==> src/design/hpt_pkg.sv <==
// ----------------------------------------------------------------------------
// hpt_pkg
// Shared types, codes and the HID usage to PS/2 Set 1 lookup table.
// ----------------------------------------------------------------------------
package hpt_pkg;

    localparam int BYTE_W    = 8;
    localparam int MAX_BYTES = 3;
    localparam int CNT_W     = 2;

    // op codes of an input item
    localparam logic OP_KEY   = 1'b0;
    localparam logic OP_MOUSE = 1'b1;

    // output stream select
    localparam logic CH_KEY   = 1'b0;
    localparam logic CH_MOUSE = 1'b1;

    localparam logic [BYTE_W-1:0] EXT_PREFIX = 8'hE0;
    localparam logic [BYTE_W-1:0] NO_CODE    = 8'h00;

    localparam logic [CNT_W-1:0] CNT_NONE  = 2'd0;
    localparam logic [CNT_W-1:0] CNT_ONE   = 2'd1;
    localparam logic [CNT_W-1:0] CNT_TWO   = 2'd2;
    localparam logic [CNT_W-1:0] CNT_THREE = 2'd3;

    typedef struct packed {
        logic              op;
        logic [BYTE_W-1:0] usage;
        logic              press;
        logic [BYTE_W-1:0] buttons;
        logic [BYTE_W-1:0] delta_x;
        logic [BYTE_W-1:0] delta_y;
    } hpt_item_t;

    typedef struct packed {
        logic [CNT_W-1:0]                  count;
        logic                              chan;
        logic [MAX_BYTES-1:0][BYTE_W-1:0]  bytes;
    } hpt_bytes_t;

    // Set 1 make code for a HID usage; bit 7 marks an extended key,
    // zero marks an unmapped usage.
    function automatic logic [BYTE_W-1:0] usage_entry(input logic [BYTE_W-1:0] usage);
        logic [BYTE_W-1:0] e;
        case (usage)
            8'h04: e = 8'h1E;  8'h05: e = 8'h30;  8'h06: e = 8'h2E;  8'h07: e = 8'h20;
            8'h08: e = 8'h12;  8'h09: e = 8'h21;  8'h0A: e = 8'h22;  8'h0B: e = 8'h23;
            8'h0C: e = 8'h17;  8'h0D: e = 8'h24;  8'h0E: e = 8'h25;  8'h0F: e = 8'h26;
            8'h10: e = 8'h32;  8'h11: e = 8'h31;  8'h12: e = 8'h18;  8'h13: e = 8'h19;
            8'h14: e = 8'h10;  8'h15: e = 8'h13;  8'h16: e = 8'h1F;  8'h17: e = 8'h14;
            8'h18: e = 8'h16;  8'h19: e = 8'h2F;  8'h1A: e = 8'h11;  8'h1B: e = 8'h2D;
            8'h1C: e = 8'h15;  8'h1D: e = 8'h2C;
            8'h1E: e = 8'h02;  8'h1F: e = 8'h03;  8'h20: e = 8'h04;  8'h21: e = 8'h05;
            8'h22: e = 8'h06;  8'h23: e = 8'h07;  8'h24: e = 8'h08;  8'h25: e = 8'h09;
            8'h26: e = 8'h0A;  8'h27: e = 8'h0B;
            8'h28: e = 8'h1C;  8'h29: e = 8'h01;  8'h2A: e = 8'h0E;  8'h2B: e = 8'h0F;
            8'h2C: e = 8'h39;  8'h2D: e = 8'h0C;  8'h2E: e = 8'h0D;  8'h2F: e = 8'h1A;
            8'h30: e = 8'h1B;  8'h31: e = 8'h2B;  8'h33: e = 8'h27;
            8'h34: e = 8'h28;  8'h35: e = 8'h29;  8'h36: e = 8'h33;  8'h37: e = 8'h34;
            8'h38: e = 8'h35;
            8'h39: e = 8'h3A;  8'h3A: e = 8'h3B;  8'h3B: e = 8'h3C;  8'h3C: e = 8'h3D;
            8'h3D: e = 8'h3E;  8'h3E: e = 8'h3F;  8'h3F: e = 8'h40;  8'h40: e = 8'h41;
            8'h41: e = 8'h42;  8'h42: e = 8'h43;  8'h43: e = 8'h44;  8'h44: e = 8'h57;
            8'h45: e = 8'h58;
            8'h47: e = 8'h46;  8'h49: e = 8'hD2;
            8'h4A: e = 8'hC7;  8'h4B: e = 8'hC9;  8'h4C: e = 8'hD3;  8'h4D: e = 8'hCF;
            8'h4E: e = 8'hD1;  8'h4F: e = 8'hCD;  8'h50: e = 8'hCB;  8'h51: e = 8'hD0;
            8'h52: e = 8'hC8;
            8'h53: e = 8'h45;  8'h54: e = 8'hB5;  8'h55: e = 8'h37;  8'h56: e = 8'h4A;
            8'h57: e = 8'h4E;  8'h58: e = 8'h9C;  8'h59: e = 8'h4F;  8'h5A: e = 8'h50;
            8'h5B: e = 8'h51;  8'h5C: e = 8'h4B;  8'h5D: e = 8'h4C;  8'h5E: e = 8'h4D;
            8'h5F: e = 8'h47;  8'h60: e = 8'h48;  8'h61: e = 8'h49;  8'h62: e = 8'h52;
            8'h63: e = 8'h53;
            // modifiers: LCtrl LShift LAlt LGui RCtrl RShift RAlt RGui
            8'hE0: e = 8'h1D;  8'hE1: e = 8'h2A;  8'hE2: e = 8'h38;  8'hE3: e = 8'hDB;
            8'hE4: e = 8'h9D;  8'hE5: e = 8'h36;  8'hE6: e = 8'hB8;  8'hE7: e = 8'hDC;
            default: e = NO_CODE;
        endcase
        return e;
    endfunction

endpackage

==> src/design/hpt_decode.sv <==
// ----------------------------------------------------------------------------
// hpt_decode
// Turn one registered item into its list of up to three PS/2 bytes.
// ----------------------------------------------------------------------------
module hpt_decode
    import hpt_pkg::*;
(
    input  hpt_item_t  item,
    output hpt_bytes_t result
);

    logic [BYTE_W-1:0] entry;
    logic [BYTE_W-1:0] code;

    assign entry = usage_entry(item.usage);
    // clear extended marker, set break bit on release
    assign code  = {~item.press, entry[BYTE_W-2:0]};

    always_comb
    begin
        result.count = CNT_NONE;
        result.chan  = CH_KEY;
        result.bytes = '0;
        if (item.op == OP_MOUSE)
        begin
            result.count    = CNT_THREE;
            result.chan     = CH_MOUSE;
            result.bytes[0] = item.buttons;
            result.bytes[1] = item.delta_x;
            result.bytes[2] = item.delta_y;
        end
        else if (entry != NO_CODE)
        begin
            if (entry[BYTE_W-1])
            begin
                result.count    = CNT_TWO;
                result.bytes[0] = EXT_PREFIX;
                result.bytes[1] = code;
            end
            else
            begin
                result.count    = CNT_ONE;
                result.bytes[0] = code;
            end
        end
    end

endmodule

==> src/design/hid_to_ps2_set1_translator_unit.sv <==
// ----------------------------------------------------------------------------
// hid_to_ps2_set1_translator_unit
// HID key events and mouse reports in, PS/2 Set 1 bytes out, one per cycle while out_ready is high.
// ----------------------------------------------------------------------------
//
//  Channel | Handshake              | Payload
//  --------+------------------------+------------------------------------------
//  in      | in_valid / in_ready    | op, usage, press, buttons, delta_x, delta_y
//  out     | out_valid / out_ready  | channel, out_byte, last
//
//  An accepted item is held in the input register, is decoded there and loads
//  the byte register, which hands out one byte per cycle while out_ready is high.
//  Bytes per item: 1 for a mapped plain key, 2 for an extended key, 3 for a
//  mouse report, none for an unmapped usage (dropped in the input register).
//  The input register reloads while the last byte of the previous item is
//  being taken, so items follow without a gap.
//  A stalled output holds the byte register and, once the input register is
//  full, drops in_ready. Reset empties both registers.
//
module hid_to_ps2_set1_translator_unit
    import hpt_pkg::*;
(
    input  logic                     clk,
    input  logic                     rst_n,
    input  logic                     in_valid,
    output logic                     in_ready,
    input  logic                     op,
    input  logic [BYTE_W-1:0]        usage,
    input  logic                     press,
    input  logic [BYTE_W-1:0]        buttons,
    input  logic signed [BYTE_W-1:0] delta_x,
    input  logic signed [BYTE_W-1:0] delta_y,
    output logic                     out_valid,
    input  logic                     out_ready,
    output logic                     channel,
    output logic [BYTE_W-1:0]        out_byte,
    output logic                     last
);

    // input register
    logic       in_valid_reg, in_valid_next;
    hpt_item_t  item_reg;

    // byte register: bytes left to send, shifted down as each one leaves
    logic [CNT_W-1:0]                 cnt_reg, cnt_next;
    logic                             chan_reg;
    logic [MAX_BYTES-1:0][BYTE_W-1:0] bytes_reg;

    hpt_bytes_t decoded;
    logic       out_take;
    logic       load_ok;
    logic       item_move;
    logic       in_take;

    hpt_decode u_decode (
        .item   (item_reg),
        .result (decoded)
    );

    assign out_valid = (cnt_reg != CNT_NONE);
    assign out_byte  = bytes_reg[0];
    assign channel   = chan_reg;
    assign last      = (cnt_reg == CNT_ONE);

    assign out_take  = out_valid && out_ready;
    // byte register is free now or frees up on this edge
    assign load_ok   = (cnt_reg == CNT_NONE) || (last && out_ready);
    assign item_move = in_valid_reg && load_ok;
    assign in_ready  = !in_valid_reg || item_move;
    assign in_take   = in_valid && in_ready;

    always_comb
    begin
        in_valid_next = in_valid_reg;
        if (in_take)
            in_valid_next = 1'b1;
        else if (item_move)
            in_valid_next = 1'b0;

        cnt_next = cnt_reg;
        if (item_move)
            cnt_next = decoded.count;
        else if (out_take)
            cnt_next = cnt_reg - CNT_ONE;
    end

    always_ff @(posedge clk or negedge rst_n)
    begin
        if (!rst_n)
        begin
            in_valid_reg <= 1'b0;
            cnt_reg      <= CNT_NONE;
        end
        else
        begin
            in_valid_reg <= in_valid_next;
            cnt_reg      <= cnt_next;
        end
    end

    // payload: capture on accept, load on move, shift on take
    always_ff @(posedge clk)
    begin
        if (in_take)
        begin
            item_reg.op      <= op;
            item_reg.usage   <= usage;
            item_reg.press   <= press;
            item_reg.buttons <= buttons;
            item_reg.delta_x <= delta_x;
            item_reg.delta_y <= delta_y;
        end
        if (item_move)
        begin
            chan_reg  <= decoded.chan;
            bytes_reg <= decoded.bytes;
        end
        else if (out_take)
        begin
            bytes_reg[0] <= bytes_reg[1];
            bytes_reg[1] <= bytes_reg[2];
        end
    end

    // a mouse report always loads three bytes
    assert property (@(posedge clk) disable iff (!rst_n)
        (item_move && item_reg.op == OP_MOUSE) |=> (cnt_reg == CNT_THREE && channel == CH_MOUSE))
        else $error("mouse report did not load three bytes");

    // one byte leaves per take until the item is done
    assert property (@(posedge clk) disable iff (!rst_n)
        (out_take && !last) |=> (out_valid && cnt_reg == $past(cnt_reg) - CNT_ONE))
        else $error("byte count did not advance by one");

    // the stream select holds across the bytes of one item
    assert property (@(posedge clk) disable iff (!rst_n)
        (out_take && !last) |=> (channel == $past(channel)))
        else $error("channel changed inside an item");

    // back pressure only while the input register holds an item
    assert property (@(posedge clk) disable iff (!rst_n)
        !in_ready |-> (in_valid_reg && !load_ok))
        else $error("in_ready low with room to move");

    // an extended key starts with the prefix byte
    assert property (@(posedge clk) disable iff (!rst_n)
        (item_move && decoded.count == CNT_TWO) |=> (out_byte == EXT_PREFIX))
        else $error("extended key without prefix");

endmodule
==> config.mk <==
export PLATFORM = sky130hd
export DESIGN_NAME = hid_to_ps2_set1_translator_unit
export DESIGN_NICKNAME = d
export VERILOG_FILES = /design/src/design/hpt_pkg.sv /design/src/design/hpt_decode.sv /design/src/design/hid_to_ps2_set1_translator_unit.sv
export SDC_FILE = /design/constraint.sdc
export NUM_CORES = 1
export LEC_CHECK = 0
export ABC_AREA = 1
export BUFFER_PORTS_ARGS = -buffer_cell sky130_fd_sc_hd__buf_2
export CORE_MARGIN = 5
export CORE_UTILIZATION = 34
export CTS_CLUSTER_SIZE = 24
export DETAILED_ROUTE_END_ITERATION = 8
export SYNTH_ARGS = -nofsm -noshare
export SYNTH_HDL_FRONTEND = slang
export SYNTH_HIERARCHICAL = 1
export SYNTH_SLANG_ARGS = --single-unit
==> constraint.sdc <==
create_clock -name clk -period 7.1 [get_ports clk]
set_clock_uncertainty 0.1 [all_clocks]
set_input_delay 0.355 -clock clk [delete_from_list [all_inputs] [get_ports clk]]
set_output_delay 0.355 -clock clk [all_outputs]
set_load 0.02 [all_outputs]
==> results.md, run 1 <==
- Synth Area in Compound Gates: under 10%
- Grt total ovfl: 0
- Clk pin slew, worst setup/hold paths: ~0.060 ns
- Register area share after synthesis: approximately 47%
- XOR/XNOR share of the synthesized area: 0%
- Aggregate global-route resource usage: between 10 and 15%
- Ys flop type: edfxtp_1
- Synthesized-area fraction occupied by and/or/nand/nor cells: between 30% and 40%
- CTS resizes: 0
- Dpl hpwl: approximately 7300 um
- First-pass GRT wire length: about 16000 um
- Critical Path Max Stage Delay: between 0.6 and 0.7 ns
- Drc violations: 0
- Delay-heaviest family, CP: simple AND/OR/NAND/NOR gates
- Pleak: 2.129 nW
- Max_cap viols: 0
- Post-synth EDFFs: 59
- Largest register FFs: 34
- Worst EP required: 7.19 ns
- CP Buf/Inv Count: 2
- Largest family of logic cells by synthesized area: simple AND/OR/NAND/NOR gates
- Root buffer selected by CTS: clkbuf_16
- Mux share of post-synthesis cell area: 0%
- Met3 wire length: around 690 um
- Hold Crit Class: primary input to flip-flop
- CP max FO: 13
- Routed Antenna Nets: 0
- Startpoint types: flip-flop
- DRT iter0 DRCs: around 370
- Vias in the first global route: between 3000 and 4000
- Nets: 573
- Top Ports: 50
- Min cycle time layout: around 3.2 ns
- Ratio of cells with drive above 1 in the final layout: around 17%
- Met1 Wirelength: roughly 4300 um
- Critical-path top delay cell: edfxtp_1
- Ys Warns: 6
- Max H-tree Level: 3
- Routed len/inst: about 15 um
- Worst Setup End Kind: flip-flop
- Vias: around 3400
- Setup CP Type: flip-flop to flip-flop
- Routed WL: slightly below 10000 um
- FP Rows: 39
- Worst vdd ir: approximately 0.19 mV
- Fin crit share: between 40% and 50%
- Layout area overhead: 14.72%
- R2R setup slack: 3.87 ns
- Setup_tns: 0 ns
- # diodes: 0
- Synth Area in Adders: under 10%
- Worst slew pin tran: slightly above 0.9 ns
- Routability Congestion: 0.9715
- Core region area: 11320 um^2
- Max-slew headroom: about two fifths
- Vias per cell: between 5 and 6
- Die Span X: about 120 um
- Largest net degree at the start of global routing: 35
- Fin. Hold Viols: 0
- Async S/R FF share, synth: 4.839%
- Total CTS buffers: 9
- Count of cell types in the netlist: 33
- Crit path DAT: approximately 3.3 ns
- Fillers: around 1200
- Status: finished clean
- Total Power: around 1.8 mW
- Die H: 117.0 um
- Max-slew violation count: 0
- IO Port Bufs: roughly 50
- Antenna violations before repair: 0
- Unrepaired setup endpoints after global routing: no
- Initial Utilization: ~34%
- Setup Buffers After CTS: 0
- Syn_area_per_cell: between 8 and 9 um^2
- Worst skew pair latency: roughly 0.32 ns
- Mapped Area: a little under 4000 um^2
- Register bit total from synthesis: 62
- Critical path cell sequence: inv_1 > ha_1 > nand2_1 > nand3_1 > nand3_1 > nand3_1 > nand3_1 > a21oi_1 > nand2_1 > nor2_1 > nand2_1 > nand2_1 > nand2_1 > inv_1 > nand3_1 > nand3_1 > nand2_1
- Post-synthesis net count: 538
- Met2 WL post-DR: between 4000 and 5000 um
- Setup-failing EPs final: 0
- CTS Buffer Depth: 2
- Highest Signal Layer: met4
- Die area: 13690 um^2
- DRT Pass-1 Iters: 5
- Mapped Cells: about 480
- CTS tree: done
- Pwr dens: slightly above 400 nW/um^2
- F_max: between 0.3 and 0.4 GHz
- Clock Sinks: between 60 and 70
-- area by class of cell --
cell class	count	area (um^2)	area share, %
clock buffers	9	225.2	5.042
clock inverters	7	102.6	2.297
inverters	44	170.2	3.810
multi-input cells	349	1673	37.45
flip-flops and latches	62	1847	41.34
well taps	143	178.9	4.006
repair buffers	52	270.3	6.050
-- cell families (layout without fill, tap and decap cells) --
| family | Yosys count | count (layout) |
|---|---|---|
| AOI/OAI and AO/OA | 49 | 49 |
| buffers and inverters | 72 | 112 |
| adders and majority gates | 17 | 17 |
| and+or+nand+nor | 283 | 283 |
| DFF | 62 | 62 |
-- cells in the mapped netlist, types with 4 or more instances --
cell / n / area [um^2]
inv_1: 36 / 135.1
o21ai_0: 16 / 80.08
a21oi_1: 15 / 75.07
inv_2: 6 / 22.52
buf_4: 14 / 105.1
edfxtp_1: 59 / 1772
nand3_1: 47 / 235.2
clkbuf_1: 4 / 15.01
buf_2: 6 / 30.03
ha_1: 17 / 212.7
nand2_2: 8 / 50.05
nand2_1: 194 / 728.2
nor2_1: 25 / 93.84
o21ai_1: 7 / 35.03
-- cell usage in the layout, fill, tap and decap left out, drive strengths merged, types with 3 or more instances in the layout --
cell type,instances
ha,17
nor2,27
a21oi,16
a31oi,3
dfrtp,3
edfxtp,59
inv,47
nand2,204
nand3,48
clkbuf,9
buf,51
a22o,3
o21ai,23
-- repair_timing --
action | in CTS | in global routing
endpoints found under the setup margin | 0 | 0
hold buffers | 1 | 0
endpoints found under the hold margin | 3 | 0
-- worst reg2reg max path, stage by stage (launching register included) --
cell      delay, ns
edfxtp_1       0.67
inv_1          0.35
ha_1           0.55
nand2_1        0.17
nand3_1        0.11
nand3_1        0.10
nand3_1        0.10
nand3_1        0.09
a21oi_1        0.23
nand2_1        0.08
nor2_1         0.08
nand2_1        0.07
nand2_1        0.07
nand2_1        0.05
inv_1          0.05
nand3_1        0.07
nand3_1        0.09
nand2_1        0.07
-- where the power goes --
part,internal [mW],switching [mW],total (mW),leakage [nW]
logic,0.207,0.489,0.696,1.37
clock network,0.312,0.159,0.471,0.157
registers,0.583,0.0822,0.665,0.603
-- stage by stage --
| stage | utilization, % | setup slack (ns) | hold WS, ns | std cells | cell area, um^2 |
|---|---|---|---|---|---|
| 2_1_floorplan | - | 4.652 | -0.04059 | 483 | 3894 |
| 3_3_place_gp | 36.47 | 3.933 | 0.05541 | 649 | 4129 |
| 3_5_place_dp | 36.47 | 3.964 | 0.05805 | 649 | 4129 |
| 4_1_cts | 39.46 | 3.937 | 0.09154 | 666 | 4467 |
| 5_1_grt | 39.46 | 3.525 | 0.08514 | 666 | 4467 |
| 6_report | 39.46 | 3.874 | 0.1050 | 666 | 4467 |
-- worst paths after layout --
kind                                    from           end  cells past startpoint
worst max-delay path            item_reg[26]    cnt_reg[0]                     17
worst min-delay path                      op  item_reg[33]                      1
worst max register to register  item_reg[26]    cnt_reg[0]                     17
worst min register to register    cnt_reg[1]    cnt_reg[1]                      2
max in group asynchronous              rst_n    cnt_reg[0]                      2
min in group asynchronous              rst_n    cnt_reg[1]                      2
-- per-layer routing --
layer  track usage (%)  vias up
li1                  -     1643
met1             20.16     1534
met2             22.79      156
met3             3.188       34
met4             7.110        0
met5                 0        -
Note: power is estimated with default switching activity, not from simulation.
==> run 2, diff against run 1 <==
Settings changed: ABC_AREA 1 to 0.
Clock period 7.1 ns to 2.84 ns, I/O delays scaled along.
==> results.md, run 2 <==
- Seq pwr share: 33.2% (was 36.3%)
- Ratio of cells with drive above 1 in the final layout: 31.79% (was 17.02%)
- Non-Filler Instances: 622 (was 666)
- DRT Pass-1 Iters: 5 (unchanged)
- Routed WL: 10320 um (was 9865 um)
- Setup CP Type: flip-flop to flip-flop (unchanged)
- Clk pin slew, worst setup/hold paths: 0.05 ns (was 0.06 ns)
- Worst vdd ir: 0.4385 mV (was 0.1919 mV)
- Dpl hpwl: 7061 um (was 7296 um)
- Nets: 526 (was 573)
- Initial Utilization: 34.40% (was 34.39%)
- Count leader, synth: edfxtp_1 (was nand2_1)
- Critical Path Max Stage Delay: 0.50 ns (was 0.67 ns)
- Register area share after synthesis: 45.07% (was 47.43%)
- Routed len/inst: 16.59 um (was 14.81 um)
- Async S/R FF share, synth: 4.839% (unchanged)
- Switch Pwr: 1.686 mW (was 0.7302 mW)
- Worst EP required: 2.81 ns (was 7.19 ns)
- Count of cell types in the netlist: 77 (was 33)
- Post-place instance area: 4569 um^2 (was 4129 um^2)
- FP Rows: 40 (was 39)
- CTS Buffer Depth: 2 (unchanged)
- Synth cell count leaders: 59 x edfxtp_1, 30 x nand2_1, 19 x nor2_1 (was 194 x nand2_1, 59 x edfxtp_1, 47 x nand3_1)
- Clock Sinks: 62 (unchanged)
- Pleak: 2.131 nW (was 2.129 nW)
- Die H: 119.8 um (was 117.0 um)
- Aggregate global-route resource usage: 14.54% (was 14.91%)
- Worst reg2reg endpoint: out_byte[7] (was cnt_reg[0])
- Hold Crit Class: primary input to asynchronous set/reset pin (was primary input to flip-flop)
- Comb power frac: 44.9% (was 38.0%)
- Setup slack after layout: 0.003453 ns (was 3.874 ns)
- Min cycle time layout: 2.837 ns (was 3.226 ns)
- Post-place setup slack: -0.07352 ns (was 3.964 ns)
- Worst slew pin tran: 0.4858 ns (was 0.9203 ns)
- Final Instance Area: 5293 um^2 (was 4467 um^2)
- Fin crit share: 99.88% (was 45.43%)
- Grt total ovfl: 0 (unchanged)
- Startpoint types: flip-flop (unchanged)
- DP Cell Count: 565 (was 649)
- Post-synth EDFFs: 59 (unchanged)
- Max-slew headroom: 67.61% (was 38.65%)
- CP Buf/Inv Count: 2 (unchanged)
- Unrepaired setup endpoints after global routing: yes (was no)
- Layout area overhead: 29.16% (was 14.72%)
- Routed Antenna Nets: 0 (unchanged)
- Ys flop type: edfxtp_1 (unchanged)
- Vias per cell: 5.190 (was 5.056)
- CP max FO: 8 (was 13)
- Synth top area cells: edfxtp_1 43%, ha_1 5.2%, mux2_2 3.3%, nand2_1 2.7%, mux2_4 2.6% (was edfxtp_1 46%, nand2_1 19%, nand3_1 6.0%, ha_1 5.5%, inv_1 3.5%)
- Largest register FFs: 34 (unchanged)
- Most frequent cells in the layout: 59 x edfxtp_1, 49 x buf_2, 36 x dlygate4sd3_1 (was 194 x nand2_1, 59 x edfxtp_1, 49 x buf_2)
- Commonest non-fill, non-tap cell in the layout: edfxtp_1 (was nand2_1)
- Root buffer selected by CTS: clkbuf_16 (unchanged)
- P_int: 3.061 mW (was 1.101 mW)
- Leading area contributor after synthesis: edfxtp_1 (unchanged)
- Critical-path top delay cell: edfxtp_1 (unchanged)
- R2R setup slack: 0.003 ns (was 3.87 ns)
- Core region area: 11910 um^2 (was 11320 um^2)
- Power share of the clock group: 21.9% (was 25.7%)
- Post-synthesis net count: 430 (was 538)
- CTS tree: done (unchanged)
- Setup-failing EPs final: 0 (unchanged)
- Worst skew pair latency: 0.32 ns (about the same)
- Vias in the first global route: 3239 (was 3268)
- Vias: 3228 (was 3367)
- F_max: 0.3525 GHz (was 0.3100 GHz)
- Register bit total from synthesis: 62 (unchanged)
- Fin. Hold Viols: 0 (unchanged)
- Met3 wire length: 486 um (was 690 um)
- IO Port Bufs: 49 (unchanged)
- Net Sw Frac: 35.52% (was 39.88%)
- Utilization after layout: 44.43% (was 39.46%)
- Crit path DAT: 2.80 ns (was 3.32 ns)
- Max_cap viols: 0 (unchanged)
- Max H-tree Level: 3 (unchanged)
- Delay-heaviest family, CP: multiplexers (was simple AND/OR/NAND/NOR gates)
- Highest Signal Layer: met4 (unchanged)
- Routability Congestion: 0.8916 (was 0.9715)
- DRT iter0 DRCs: 253 (was 368)
- Antenna violations before repair: 0 (unchanged)
- Worst Reg-to-Reg Cells: 9 (was 17)
- Mapped Area: 4098 um^2 (was 3894 um^2)
- Max-slew violation count: 0 (unchanged)
- Worst Setup End Kind: flip-flop (unchanged)
- Syn_area_per_cell: 10.93 um^2 (was 8.062 um^2)
- Top cell type's share of synthesized area: 43.24% (was 45.50%)
- # diodes: 0 (unchanged)
- Pwr dens: 896.9 nW/um^2 (was 410.0 nW/um^2)
- Die Span X: 119.8 um (was 117.0 um)
- Critical path cell sequence: inv_4 > ha_4 > inv_1 > mux4_2 > a221oi_2 > a22o_1 > and4bb_1 > a31oi_1 > mux2_4 (was inv_1 > ha_1 > nand2_1 > nand3_1 > nand3_1 > nand3_1 > nand3_1 > a21oi_1 > nand2_1 > nor2_1 > nand2_1 > nand2_1 > nand2_1 > inv_1 > nand3_1 > nand3_1 > nand2_1)
- Die area: 14350 um^2 (was 13690 um^2)
- Total CTS buffers: 9 (unchanged)
- Met2 WL post-DR: 4880 um (was 4532 um)
- Largest net degree at the start of global routing: 35 (unchanged)
- Ys Warns: 6 (unchanged)
- Met1 Wirelength: 4759 um (was 4292 um)
- Top Ports: 50 (unchanged)
- Reg-to-Reg Start: item_reg[25] (was item_reg[26])
- Status: finished clean (unchanged)
- Mapped Cells: 375 (was 483)
- First-pass GRT wire length: 16860 um (was 15860 um)
- Drc violations: 0 (unchanged)
run 2: cell count changes in the layout (fill, tap and decap cells not counted), moves of 11 or more:
cell | previous run | this run
nand3_1 | 47 | 7
and2_1 | 0 | 11
inv_1 | 36 | 15
nand2_1 | 194 | 30
buf_4 | 2 | 35
dlygate4sd3_1 | 1 | 36
nand2b_1 | 0 | 13
mux2_2 | 0 | 12
run 2: cell type report:
class	count	area [um^2]
well taps	147	183.9
fillers	1100	6619
clock inverters	6	62.56
inverters	19	83.83
clock buffers	9	225.2
repair buffers	123	928.4
flip-flops and latches	62	1847
multi-input cells	256	1962
run 2: worst max-delay path by stage:
stage / slack, ns / cells after the start / from / end
final: 0.003 / 9 / item_reg[25] / out_byte[7]
after floorplan: -0.06 / 11 / item_reg[26] / out_byte[7]
after CTS: 0.001 / 10 / item_reg[25] / out_byte[7]
after global placement: -0.03 / 11 / item_reg[26] / cnt_reg[0]
after detailed placement: -0.07 / 11 / item_reg[26] / cnt_reg[0]
after global routing: -0.12 / 9 / item_reg[25] / cnt_reg[0]
run 2: what timing repair did:
item                                    CTS  global route
endpoints found under the hold margin    38             0
gates resized for setup                   1             7
endpoints found under the setup margin    2             9
pin swaps                                 0             1
gates cloned                              0             0
setup buffers                             2             4
hold buffers                             36             0
run 2: kinds of logic (layout without fill, tap and decap cells):
kind of cell	count (synthesis)	in the layout	share of synthesized area, %
AO/OA/AOI/OAI	89	89	15.88
buffers and inverters	57	157	8.794
AND/OR/NAND/NOR	123	123	16.67
adder cells (fa/ha/maj)	17	17	5.191
multiplexers	26	26	8.183
flip-flops	62	62	45.07
XOR/XNOR	1	1	0.2138
run 2: layer usage:
layer  global-route usage, %  vias up
met5                       0        -
met4                   4.295        0
met3                   2.639       18
met2                   23.23       96
met1                   20.17     1541
li1                        -     1573
run 2: worst register-to-register path, stage by stage (launching register included):
cell,delay (ns)
edfxtp_1,0.50
inv_4,0.11
ha_4,0.34
inv_1,0.05
mux4_2,0.46
a221oi_2,0.22
a22o_1,0.20
and4bb_1,0.24
a31oi_1,0.10
mux2_4,0.27
run 2: stage by stage:
stage          TNS (ns)  hold slack, ns  total power [mW]
6_report              0         0.04603             4.747
5_1_grt         -0.2315         0.06213             5.032
4_1_cts               0         0.03671             4.713
3_5_place_dp   -0.08684         -0.1576             3.605
3_3_place_gp   -0.02747         -0.1592             3.603
2_1_floorplan  -0.06124         -0.2536             3.167
run 2: power groups by stage:
stage / sequential [mW] / clock, mW / combinational, mW
floorplan: 1.54 / 0 / 1.63
global placement: 1.59 / 0 / 2.01
detailed placement: 1.59 / 0 / 2.01
CTS: 1.58 / 1.06 / 2.08
global route: 1.60 / 1.11 / 2.32
finish: 1.57 / 1.04 / 2.13
==> run 3, diff against run 2 <==
Settings changed: REMOVE_ABC_BUFFERS set to 1.
==> results.md, run 3 (synthesis results as in run 2) <==
- Status: finished clean (unchanged)
- Clock Sinks: 62 (unchanged)
- Dpl hpwl: 7016 um (was 7061 um)
- Final Instance Area: 5289 um^2 (was 5293 um^2)
- Pleak: 2.105 nW (was 2.131 nW)
- Min cycle time layout: 2.751 ns (was 2.837 ns)
- Drc violations: 0 (unchanged)
- Total Power: 4.852 mW (was 4.747 mW)
- FP Rows: 40 (unchanged)
- Fin crit share: 96.86% (was 99.88%)
- Setup-failing EPs final: 0 (unchanged)
- Die area: 14350 um^2 (unchanged)
- Max-slew violation count: 0 (unchanged)
- Clk pin slew, worst setup/hold paths: 0.06 ns (was 0.05 ns)
- Routed WL: 10380 um (was 10320 um)
- IO Port Bufs: 49 (unchanged)
- CP max FO: 8 (unchanged)
- Max H-tree Level: 3 (unchanged)
- Total CTS buffers: 9 (unchanged)
- Nets: 519 (was 526)
- Root buffer selected by CTS: clkbuf_16 (unchanged)
- Critical-path top delay cell: edfxtp_1 (unchanged)
- Fillers: 1072 (was 1100)
- Vias: 3209 (was 3228)
- Fin. Hold Viols: 0 (unchanged)
- Routed len/inst: 16.86 um (was 16.59 um)
- # diodes: 0 (unchanged)
- Die Span X: 119.8 um (unchanged)
- Delay-heaviest family, CP: compound AO/OA/AOI/OAI gates (was multiplexers)
- Max-slew headroom: 64.33% (was 67.61%)
- Die H: 119.8 um (unchanged)
- DRT iter0 DRCs: 345 (was 253)
- Commonest non-fill, non-tap cell in the layout: edfxtp_1 (unchanged)
- Most frequent cells in the layout: 59 x edfxtp_1, 49 x buf_2, 36 x dlygate4sd3_1 (unchanged)
- Routed Antenna Nets: 0 (unchanged)
- Pwr dens: 917.4 nW/um^2 (was 896.9 nW/um^2)
- DRT Pass-1 Iters: 4 (was 5)
- Ratio of cells with drive above 1 in the final layout: 31.77% (was 31.79%)
- Vias per cell: 5.209 (was 5.190)
- Largest net degree at the start of global routing: 44 (was 35)
- Hold Crit Class: primary input to asynchronous set/reset pin (unchanged)
- Aggregate global-route resource usage: 14.71% (was 14.54%)
- Top Ports: 50 (unchanged)
- Setup CP Type: flip-flop to flip-flop (unchanged)
- CTS Buffer Depth: 2 (unchanged)
- Startpoint types: flip-flop (unchanged)
- CP Buf/Inv Count: 1 (was 2)
- CTS tree: done (unchanged)
- Grt total ovfl: 0 (unchanged)
- Worst vdd ir: 0.4595 mV (was 0.4385 mV)
- Critical path cell sequence: inv_2 > ha_4 > and2_1 > o311a_1 > o32a_4 > nor4_4 > a31oi_1 > mux2_4 (was inv_4 > ha_4 > inv_1 > mux4_2 > a221oi_2 > a22o_1 > and4bb_1 > a31oi_1 > mux2_4)
- F_max: 0.3635 GHz (was 0.3525 GHz)
- Worst Setup End Kind: flip-flop (unchanged)
- Largest register FFs: 34 (unchanged)
- Initial Utilization: 34.40% (unchanged)
- Layout area overhead: 29.07% (was 29.16%)
- Vias in the first global route: 3226 (was 3239)
- Post-place instance area: 4488 um^2 (was 4569 um^2)
- First-pass GRT wire length: 16980 um (was 16860 um)
- Routability Congestion: 0.9095 (was 0.8916)
- Worst skew pair latency: 0.33 ns (was 0.32 ns)
- Worst EP required: 2.81 ns (about the same)
- Crit path DAT: 2.73 ns (was 2.80 ns)
- Core region area: 11910 um^2 (unchanged)
- Worst slew pin tran: 0.5351 ns (was 0.4858 ns)
- Critical Path Max Stage Delay: 0.44 ns (was 0.50 ns)
- Antenna violations before repair: 0 (unchanged)
- Unrepaired setup endpoints after global routing: yes (unchanged)
- Max_cap viols: 0 (unchanged)
run 3: final timing paths:
check                                  start             to  slack [ns]  depth (start not counted)
worst max-delay path            item_reg[25]    out_byte[7]        0.09                          8
worst min-delay path                   rst_n     cnt_reg[1]        0.04                          2
worst max register to register  item_reg[25]    out_byte[7]        0.09                          8
worst min register to register   item_reg[6]  bytes_reg[22]        0.43                          1
max in group asynchronous              rst_n   in_valid_reg        2.48                          2
min in group clk                   out_ready   in_valid_reg        0.11                          4
run 3: per-stage QoR:
stage,instances,worst slack [ns],utilization [%],hold WS [ns],setup TNS (ns)
floorplan,337,-0.2146,-,-0.2536,-0.7017
global placement,561,0.09875,37.68,-0.1574,0
detailed placement,561,0.01615,37.68,-0.1529,0
CTS,613,0.006843,43.43,0.04835,0
global route,616,-0.003419,44.40,0.05646,-0.004865
finish,616,0.08925,44.40,0.04224,0
run 3: repair_timing:
item / 4_1_cts / 5_1_grt
setup endpoints to repair: 1 / 6
hold buffers: 36 / 0
cloned: 0 / 0
pin swaps: 0 / 7
setup buffers: 0 / 3
resized for setup: 1 / 22
hold endpoints to repair: 38 / 0
run 3: area by class of cell:
class	count	area, um^2	share of cell area [%]
inverters	19	73.82	1.396
well taps	147	183.9	3.478
repair buffers	116	887.1	16.77
clock buffers	9	225.2	4.258
multi-input cells	256	1974	37.33
clock inverters	7	97.59	1.845
flip-flops and latches	62	1847	34.92
run 3: power by group:
part | switching [mW] | total [mW] | leakage (nW) | internal (mW)
logic | 1.19 | 2.13 | 1.36 | 0.941
clock network | 0.399 | 1.17 | 0.152 | 0.770
registers | 0.121 | 1.55 | 0.596 | 1.43
run 3: layer usage:
metal	global-route usage, %	share of wire (%)	vias to the layer above
met2	24.40	48	114
li1	-	-	1564
met5	0	0	-
met3	2.215	4.9	18
met4	5.297	2.1	0
met1	19.55	45	1513
